--- src/design/iida_pkg.sv ---
// ----------------------------------------------------------------------------
// iida_pkg
// Shared types and codes for the indexed insert/delete array.
// ----------------------------------------------------------------------------
package iida_pkg;

    localparam int POS_BITS   = 8;
    localparam int VALUE_BITS = 32;
    localparam int COUNT_BITS = 7;

    // request codes
    localparam logic [1:0] OP_INSERT = 2'd0;
    localparam logic [1:0] OP_DELETE = 2'd1;
    localparam logic [1:0] OP_GET    = 2'd2;
    localparam logic [1:0] OP_SET    = 2'd3;

    // result codes
    localparam logic [1:0] ST_OK        = 2'd0;
    localparam logic [1:0] ST_BAD_INDEX = 2'd1;
    localparam logic [1:0] ST_FULL      = 2'd2;

    typedef struct packed {
        logic [1:0]            req_type;
        logic [POS_BITS-1:0]   position;
        logic [VALUE_BITS-1:0] item_value;
    } iida_req_t;

    typedef struct packed {
        logic [1:0]            status;
        logic [VALUE_BITS-1:0] read_value;
        logic [COUNT_BITS-1:0] entry_count;
    } iida_rsp_t;

    // controller -> datapath
    typedef struct packed {
        logic load;
        logic move;
        logic wr_val;
        logic rd_get;
        logic commit;
    } iida_cmd_t;

    // datapath -> controller
    typedef struct packed {
        logic mv_pending;
        logic plan_write;
        logic plan_get;
    } iida_sts_t;

endpackage

--- src/design/iida_ctrl.sv ---
// ----------------------------------------------------------------------------
// iida_ctrl
// Sequencer for one request: decode, shift sweep, final write or read,
// then hand-off into the output register.
// ----------------------------------------------------------------------------
module iida_ctrl import iida_pkg::*; (
    input  logic      aclk,
    input  logic      aresetn,
    input  logic      s_valid,
    output logic      s_ready,
    output logic      m_valid,
    input  logic      m_ready,
    input  iida_sts_t sts,
    output iida_cmd_t cmd
);

    localparam logic [2:0] S_IDLE   = 3'd0;
    localparam logic [2:0] S_DECODE = 3'd1;
    localparam logic [2:0] S_MOVE   = 3'd2;
    localparam logic [2:0] S_WRITE  = 3'd3;
    localparam logic [2:0] S_READ   = 3'd4;
    localparam logic [2:0] S_DONE   = 3'd5;

    logic [2:0] state_reg, state_next;
    logic       out_valid_reg, out_valid_next;
    logic       out_free;

    assign out_free = !out_valid_reg || m_ready;
    assign s_ready  = (state_reg == S_IDLE);
    assign m_valid  = out_valid_reg;

    always_comb begin
        state_next = state_reg;
        cmd        = '0;
        case (state_reg)
            S_IDLE: begin
                if (s_valid) begin
                    cmd.load   = 1'b1;
                    state_next = S_DECODE;
                end
            end
            S_DECODE: begin
                if (sts.mv_pending) begin
                    state_next = S_MOVE;
                end else if (sts.plan_write) begin
                    state_next = S_WRITE;
                end else if (sts.plan_get) begin
                    state_next = S_READ;
                end else begin
                    state_next = S_DONE;
                end
            end
            S_MOVE: begin
                // last queued move is written on the edge that leaves this state
                cmd.move = 1'b1;
                if (!sts.mv_pending) begin
                    state_next = sts.plan_write ? S_WRITE : S_DONE;
                end
            end
            S_WRITE: begin
                cmd.wr_val = 1'b1;
                state_next = S_DONE;
            end
            S_READ: begin
                cmd.rd_get = 1'b1;
                state_next = S_DONE;
            end
            S_DONE: begin
                if (out_free) begin
                    cmd.commit = 1'b1;
                    state_next = S_IDLE;
                end
            end
            default: begin
                state_next = S_IDLE;
            end
        endcase
    end

    always_comb begin
        out_valid_next = out_valid_reg;
        if (cmd.commit) begin
            out_valid_next = 1'b1;
        end else if (m_ready) begin
            out_valid_next = 1'b0;
        end
    end

    always_ff @(posedge aclk) begin
        if (!aresetn) begin
            state_reg     <= S_IDLE;
            out_valid_reg <= 1'b0;
        end else begin
            state_reg     <= state_next;
            out_valid_reg <= out_valid_next;
        end
    end

endmodule

--- src/design/iida_datapath.sv ---
// ----------------------------------------------------------------------------
// iida_datapath
// Entry memory, count, request decode and the pipelined shift sweep
// (read one entry, write it to its neighbour in the next cycle).
// ----------------------------------------------------------------------------
module iida_datapath import iida_pkg::*; #(
    parameter int CAPACITY    = 64,
    parameter int HANDLE_BITS = 32
) (
    input  logic      aclk,
    input  logic      aresetn,
    input  iida_req_t s_req,
    input  iida_cmd_t cmd,
    output iida_sts_t sts,
    output iida_rsp_t m_rsp
);

    localparam int AW = (CAPACITY > 1) ? $clog2(CAPACITY) : 1;
    localparam int CW = $clog2(CAPACITY + 1);
    localparam int PW = (CW > POS_BITS) ? CW : POS_BITS;

    logic [HANDLE_BITS-1:0] entry_mem [CAPACITY];

    logic [CW-1:0]          count_reg, count_next;
    logic [CW-1:0]          count_res_reg, count_res_next;
    logic [CW-1:0]          mv_left_reg, mv_left_next;
    logic                   pend_reg, pend_next;
    logic [AW-1:0]          rptr_reg, rptr_next;
    logic [AW-1:0]          wptr_reg, wptr_next;
    logic [AW-1:0]          tgt_reg, tgt_next;
    logic                   dir_down_reg, dir_down_next;
    logic [HANDLE_BITS-1:0] val_reg, val_next;
    logic                   plan_write_reg, plan_write_next;
    logic                   plan_get_reg, plan_get_next;
    logic [1:0]             status_reg, status_next;
    iida_rsp_t              rsp_reg, rsp_next;
    logic [HANDLE_BITS-1:0] mem_q_reg;

    logic                   mem_re, mem_we;
    logic [AW-1:0]          mem_raddr, mem_waddr;
    logic [HANDLE_BITS-1:0] mem_wdata;

    logic [PW-1:0]          pos_w, cnt_w, at_w;
    logic                   pos_ok, full;

    assign pos_w  = PW'(s_req.position);
    assign cnt_w  = PW'(count_reg);
    assign pos_ok = pos_w < cnt_w;
    assign full   = (count_reg == CW'(CAPACITY));
    assign at_w   = pos_ok ? pos_w : cnt_w;

    assign sts.mv_pending = (mv_left_reg != '0);
    assign sts.plan_write = plan_write_reg;
    assign sts.plan_get   = plan_get_reg;
    assign m_rsp          = rsp_reg;

    always_comb begin
        count_next      = count_reg;
        count_res_next  = count_res_reg;
        mv_left_next    = mv_left_reg;
        pend_next       = 1'b0;
        rptr_next       = rptr_reg;
        wptr_next       = wptr_reg;
        tgt_next        = tgt_reg;
        dir_down_next   = dir_down_reg;
        val_next        = val_reg;
        plan_write_next = plan_write_reg;
        plan_get_next   = plan_get_reg;
        status_next     = status_reg;
        rsp_next        = rsp_reg;
        mem_re          = 1'b0;
        mem_we          = 1'b0;
        mem_raddr       = rptr_reg;
        mem_waddr       = wptr_reg;
        mem_wdata       = mem_q_reg;

        if (cmd.load) begin
            val_next        = HANDLE_BITS'(s_req.item_value);
            plan_write_next = 1'b0;
            plan_get_next   = 1'b0;
            mv_left_next    = '0;
            status_next     = ST_OK;
            count_res_next  = count_reg;
            tgt_next        = AW'(pos_w);
            case (s_req.req_type)
                OP_INSERT: begin
                    if (full) begin
                        status_next = ST_FULL;
                    end else begin
                        plan_write_next = 1'b1;
                        mv_left_next    = CW'(cnt_w - at_w);
                        rptr_next       = AW'(cnt_w - PW'(1));
                        wptr_next       = AW'(cnt_w);
                        tgt_next        = AW'(at_w);
                        dir_down_next   = 1'b1;
                        count_res_next  = count_reg + CW'(1);
                    end
                end
                OP_DELETE: begin
                    if (!pos_ok) begin
                        status_next = ST_BAD_INDEX;
                    end else begin
                        mv_left_next   = CW'(cnt_w - pos_w - PW'(1));
                        rptr_next      = AW'(pos_w + PW'(1));
                        wptr_next      = AW'(pos_w);
                        dir_down_next  = 1'b0;
                        count_res_next = count_reg - CW'(1);
                    end
                end
                OP_GET: begin
                    if (!pos_ok) begin
                        status_next = ST_BAD_INDEX;
                    end else begin
                        plan_get_next = 1'b1;
                    end
                end
                OP_SET: begin
                    if (!pos_ok) begin
                        status_next = ST_BAD_INDEX;
                    end else begin
                        plan_write_next = 1'b1;
                    end
                end
                default: begin
                    status_next = ST_BAD_INDEX;
                end
            endcase
        end

        // sweep: read issued this cycle lands in mem_q_reg, written next cycle
        if (cmd.move && (mv_left_reg != '0)) begin
            mem_re       = 1'b1;
            mem_raddr    = rptr_reg;
            rptr_next    = dir_down_reg ? rptr_reg - AW'(1) : rptr_reg + AW'(1);
            mv_left_next = mv_left_reg - CW'(1);
            pend_next    = 1'b1;
        end
        if (pend_reg) begin
            mem_we    = 1'b1;
            mem_waddr = wptr_reg;
            mem_wdata = mem_q_reg;
            wptr_next = dir_down_reg ? wptr_reg - AW'(1) : wptr_reg + AW'(1);
        end

        if (cmd.wr_val) begin
            mem_we    = 1'b1;
            mem_waddr = tgt_reg;
            mem_wdata = val_reg;
        end
        if (cmd.rd_get) begin
            mem_re    = 1'b1;
            mem_raddr = tgt_reg;
        end

        if (cmd.commit) begin
            count_next           = count_res_reg;
            rsp_next.status      = status_reg;
            rsp_next.read_value  = plan_get_reg ? VALUE_BITS'(mem_q_reg) : '0;
            rsp_next.entry_count = COUNT_BITS'(count_res_reg);
        end
    end

    always_ff @(posedge aclk) begin
        if (mem_we) begin
            entry_mem[mem_waddr] <= mem_wdata;
        end
        if (mem_re) begin
            mem_q_reg <= entry_mem[mem_raddr];
        end
    end

    always_ff @(posedge aclk) begin
        if (!aresetn) begin
            count_reg      <= '0;
            mv_left_reg    <= '0;
            pend_reg       <= 1'b0;
            plan_write_reg <= 1'b0;
            plan_get_reg   <= 1'b0;
        end else begin
            count_reg      <= count_next;
            mv_left_reg    <= mv_left_next;
            pend_reg       <= pend_next;
            plan_write_reg <= plan_write_next;
            plan_get_reg   <= plan_get_next;
        end
    end

    always_ff @(posedge aclk) begin
        count_res_reg <= count_res_next;
        rptr_reg      <= rptr_next;
        wptr_reg      <= wptr_next;
        tgt_reg       <= tgt_next;
        dir_down_reg  <= dir_down_next;
        val_reg       <= val_next;
        status_reg    <= status_next;
        rsp_reg       <= rsp_next;
    end

endmodule

--- src/design/indexed_insert_delete_array_top.sv ---
// One request at a time. A rejected request, or a delete of the last entry, skips the shift and
// the final access; get, set and an append add one access; a delete or an insert that moves
// entries adds the shift sweep, which moves one entry per cycle. s_ready returns on the same
// edge at which the result enters the output register, which may still wait on m_ready.
// Reset (aresetn low, synchronous) empties the array at once; entries are not cleared.
// ----------------------------------------------------------------------------
// indexed_insert_delete_array_top
// Ordered handle array with insert, delete, get and set by index.
// ----------------------------------------------------------------------------
module indexed_insert_delete_array_top import iida_pkg::*; #(
    parameter int CAPACITY    = 64,
    parameter int HANDLE_BITS = 32
) (
    input  logic      aclk,
    input  logic      aresetn,
    input  logic      s_valid,
    output logic      s_ready,
    input  iida_req_t s_req,
    output logic      m_valid,
    input  logic      m_ready,
    output iida_rsp_t m_rsp
);

    iida_cmd_t cmd;
    iida_sts_t sts;

    iida_ctrl u_ctrl (
        .aclk    (aclk),
        .aresetn (aresetn),
        .s_valid (s_valid),
        .s_ready (s_ready),
        .m_valid (m_valid),
        .m_ready (m_ready),
        .sts     (sts),
        .cmd     (cmd)
    );

    iida_datapath #(
        .CAPACITY    (CAPACITY),
        .HANDLE_BITS (HANDLE_BITS)
    ) u_datapath (
        .aclk    (aclk),
        .aresetn (aresetn),
        .s_req   (s_req),
        .cmd     (cmd),
        .sts     (sts),
        .m_rsp   (m_rsp)
    );

endmodule

--- config.mk ---
export PLATFORM = sky130hd
export DESIGN_NAME = indexed_insert_delete_array_top
export DESIGN_NICKNAME = d
export VERILOG_FILES = /design/src/design/iida_pkg.sv /design/src/design/iida_ctrl.sv /design/src/design/iida_datapath.sv /design/src/design/indexed_insert_delete_array_top.sv
export SDC_FILE = /design/constraint.sdc
export NUM_CORES = 2
export LEC_CHECK = 0
export BUFFER_PORTS_ARGS = -buffer_cell sky130_fd_sc_hd__buf_2
export CORE_MARGIN = 2
export CORE_UTILIZATION = 40
export CTS_BUF_LIST = sky130_fd_sc_hd__clkbuf_8
export CTS_CLUSTER_DIAMETER = 80
export DETAILED_ROUTE_END_ITERATION = 8
export GPL_ROUTABILITY_DRIVEN = 0
export PLACE_DENSITY = 0.53
export SLEW_MARGIN = 30
export SYNTH_ARGS = -nofsm -noshare
export SYNTH_HDL_FRONTEND = slang
export SYNTH_SLANG_ARGS = --single-unit
--- constraint.sdc ---
create_clock -name aclk -period 8.9 [get_ports aclk]
set_input_delay 1.78 -clock aclk [delete_from_list [all_inputs] [get_ports aclk]]
set_output_delay 1.78 -clock aclk [all_outputs]
set_load 0.02 [all_outputs]
==> impl_metrics.csv <==
group,metric,value,unit
worst_setup_path,path_depth,9,
drt,wl_per_cell,33.18,µm
timing,rsz0062_at_grt,"no",
global_route,grt_overflow,0,
drt,dr.pass1.iters,6,
placed_design,dp.cells,7902,
worst_setup_path,max_stage_delay,0.62,ns
synthesis,yosysWarnings,0,
cells_and_area,design_area,97780,µm²
timing,skew,0.06369,ns
timing,drv_slew,0,
synthesis,synth-edff-count,2181,
timing,post-route-period-util,58.76,%
drt,viasPerCell,5.893,
cts,hold_buffers,0,
die,pin_count,89,
synthesis,synth-async-reset-ratio,0,%
synthesis,yosysSeqAreaShare,76.38,%
placed_design,post-place-ws,3.457,ns
run,cap_violations,0,
cells_and_area,fin_cells,8536,
cells_and_area,nFillCells,18570,
timing,worst_slack,3.671,ns
synthesis,synthesis.area,86290,µm²
global_route,grt_usage,25.55,%
global_route,grt_pass1_vias,48500,
worst_setup_path,path_cells,"or3b_1, buf_4, a21oi_4, buf_12, buf_4, mux4_2, a22oi_1, nand4_1, or4_1",
timing,finalHoldViolations,0,
cts,cts_setup_buffers,0,
global_route,grt_max_degree,133,
worst_setup_path,cp_top_family,"simple AND/OR/NAND/NOR gates",
worst_setup_path,regToRegEndpoint,"u_datapath.mem_q_reg[2]",
cells_and_area,largest_reg_flops,2048,
global_route,antenna_found_initial,15,
cts,clock-root-buffer,"clkbuf_8",
cells_and_area,layout-drive-gt1-share,19.66,%
cts,cts_made_buffers,369,
global_route,grt_first_pass_wirelength,390700,µm
die,die_w,468.5,µm
synthesis,syn-num-nets,5167,
pwr,ir_drop,204.5,µV
synthesis,synthFlopType,"edfxtp_1",
placed_design,dp_hpwl,158800,µm
worst_setup_path,crit_start,"u_ctrl.state_reg[2]",
drt,drc,0,
worst_setup_path,reg2regPathDepth,9,
worst_setup_path,endpoint_kind,"flop",
worst_setup_path,start_kind,"flop",
timing,finalSetupViolCount,0,
placed_design,io_buffers,88,
timing,finalSetupTns,0,ns
cells_and_area,syn2layout_area_growth,13.31,%
cells_and_area,final_cell_mix,"edfxtp_1, nand2_1, clkbuf_8",
die,dieHeight,468.5,µm
cts,path_clk_slew,0.06,ns
drt,dr_total_vias,50300,
die,core_area,214600,µm²
timing,fmax,0.1912,GHz
cts,post_cts_resized,0,
worst_hold_path,min_path_type,"flop to flop",
cells_and_area,top_register,"u_datapath.entry_mem",
worst_setup_path,crit_fanout,62,
worst_setup_path,cp.arrival,6.02,ns
drt,drt-total-wl,283200,µm
worst_setup_path,crit_type,"flop to flop",
cts,clock_latency,1.10,ns
synthesis,ys_ff_latch,2202,
drt,drtIter0Drc,7076,
cts,clock_sinks,2202,
worst_setup_path,reg2reg_from,"u_ctrl.state_reg[2]",
cells_and_area,final_nets,5517,
worst_setup_path,cpMostUsedCell,"buf_4",
placed_design,placed_area,91020,µm²
worst_setup_path,cp.required,9.69,ns
worst_setup_path,regToRegSetupSlack,3.67,ns
cells_and_area,final_common_cell,"edfxtp_1",
synthesis,syn_inst,5085,
synthesis,synth_cell_types,81,
worst_setup_path,critPathBufInv,3,
cts,cts_max_level,5,
run_status,status,"complete, no violations",
die,start_util,40.21,%
cts,cts_tree,"built",
die,rows,170,
drt,drt.antenna.violating_nets,0,
pwr,powerDensity,281.5,nW/µm²
timing,relSlewSlack,27.40,%
synthesis,avgSynthCellArea,16.97,µm²
die,die_area,219500,µm²
worst_setup_path,crit_path_top_delay_cell,"buf_4",
cts,cts.path.max_buffers,4,
pwr,leakage,32.09,nW
timing,tightestPinTransition,1.088,ns
worst_setup_path,worstSetupEndpoint,"u_datapath.mem_q_reg[2]",
timing,period_minus_slack,5.229,ns
metal layers:
metal | track usage (%) | up-vias | part of all wire, %
met2 | 39.83 | 2674 | 46
met1 | 36.09 | 26490 | 41
met4 | 7.936 | 6 | 2.9
met3 | 5.351 | 414 | 9.3
li1 | - | 20720 | -
met5 | 0 | - | 0.012
logic make-up (layout without fill, tap and decap cells):
family | after synthesis | in the layout | share of synthesized area, %
flops | 2202 | 2202 | 76.38
xor+xnor | 33 | 33 | 0.3349
other cells | 0 | 2 | 0
mux | 434 | 434 | 8.998
compound gates | 475 | 475 | 3.925
fa+ha+maj | 37 | 37 | 0.5597
simple gates | 1593 | 1593 | 8.104
buf+inv | 311 | 922 | 1.696
metrics by stage:
stage | hold WS (ns) | power, mW | util (%)
2_1_floorplan | 0.4003 | 16.47 | -
3_3_place_gp | 0.4033 | 19.10 | 42.38
3_5_place_dp | 0.4092 | 19.14 | 42.41
4_1_cts | 0.4238 | 27.60 | 45.55
5_1_grt | 0.4423 | 28.43 | 45.56
6_report | 0.4214 | 27.53 | 45.56
synthesized netlist by cell type, types with 27 or more instances:
master     instances  area (µm²)
mux2_2            37       416.7
buf_4             27       202.7
inv_1             33       123.9
a22oi_1           58       435.4
nand4_1           55       344.1
ha_1              33       412.9
a32oi_1           52       455.4
a31oi_1           52       325.3
mux2i_1          126        1261
o21ai_0           46       230.2
clkbuf_1          98       367.9
a21oi_1           82       410.4
buf_2            114       570.6
and2_1            35       219.0
nor2_1           168       630.6
o2111ai_1         30       262.8
nand2_1          859        3224
buf_1             29       108.9
nand3_1          355        1777
o22ai_1           31       193.9
mux4_2           267        6013
edfxtp_1        2181       65490
report_power, final:
part	leakage [nW]	switching, mW	internal, mW
clock	3.85	4.07	4.46
combinational	8.39	4.56	1.80
sequential	19.8	0.177	12.5
total	32.1	8.80	18.7
worst min path at each step:
stage	cells after the start	slack, ns	startpoint	endpoint
6_report	0	0.42	u_datapath.status_reg[1]	u_datapath.m_rsp[40]
5_1_grt	0	0.44	u_datapath.status_reg[1]	u_datapath.m_rsp[40]
4_1_cts	0	0.42	u_datapath.status_reg[1]	u_datapath.m_rsp[40]
3_5_place_dp	0	0.41	u_datapath.status_reg[1]	u_datapath.m_rsp[40]
3_3_place_gp	0	0.40	u_datapath.status_reg[0]	u_datapath.m_rsp[39]
2_1_floorplan	0	0.40	u_datapath.status_reg[0]	u_datapath.m_rsp[39]
final cells by class:
cell class | instances | area, µm² | area share [%]
multi-input combinational | 2572 | 19600 | 20.05
timing repair buffer | 254 | 1824 | 1.866
clock buffer | 380 | 5230 | 5.349
inverter | 36 | 135.1 | 0.1382
clock inverter | 252 | 1515 | 1.550
tap | 2838 | 3551 | 3.632
antenna | 2 | 5.005 | 0.005119
sequential | 2202 | 65920 | 67.42
(Power assumes the default switching activity.)
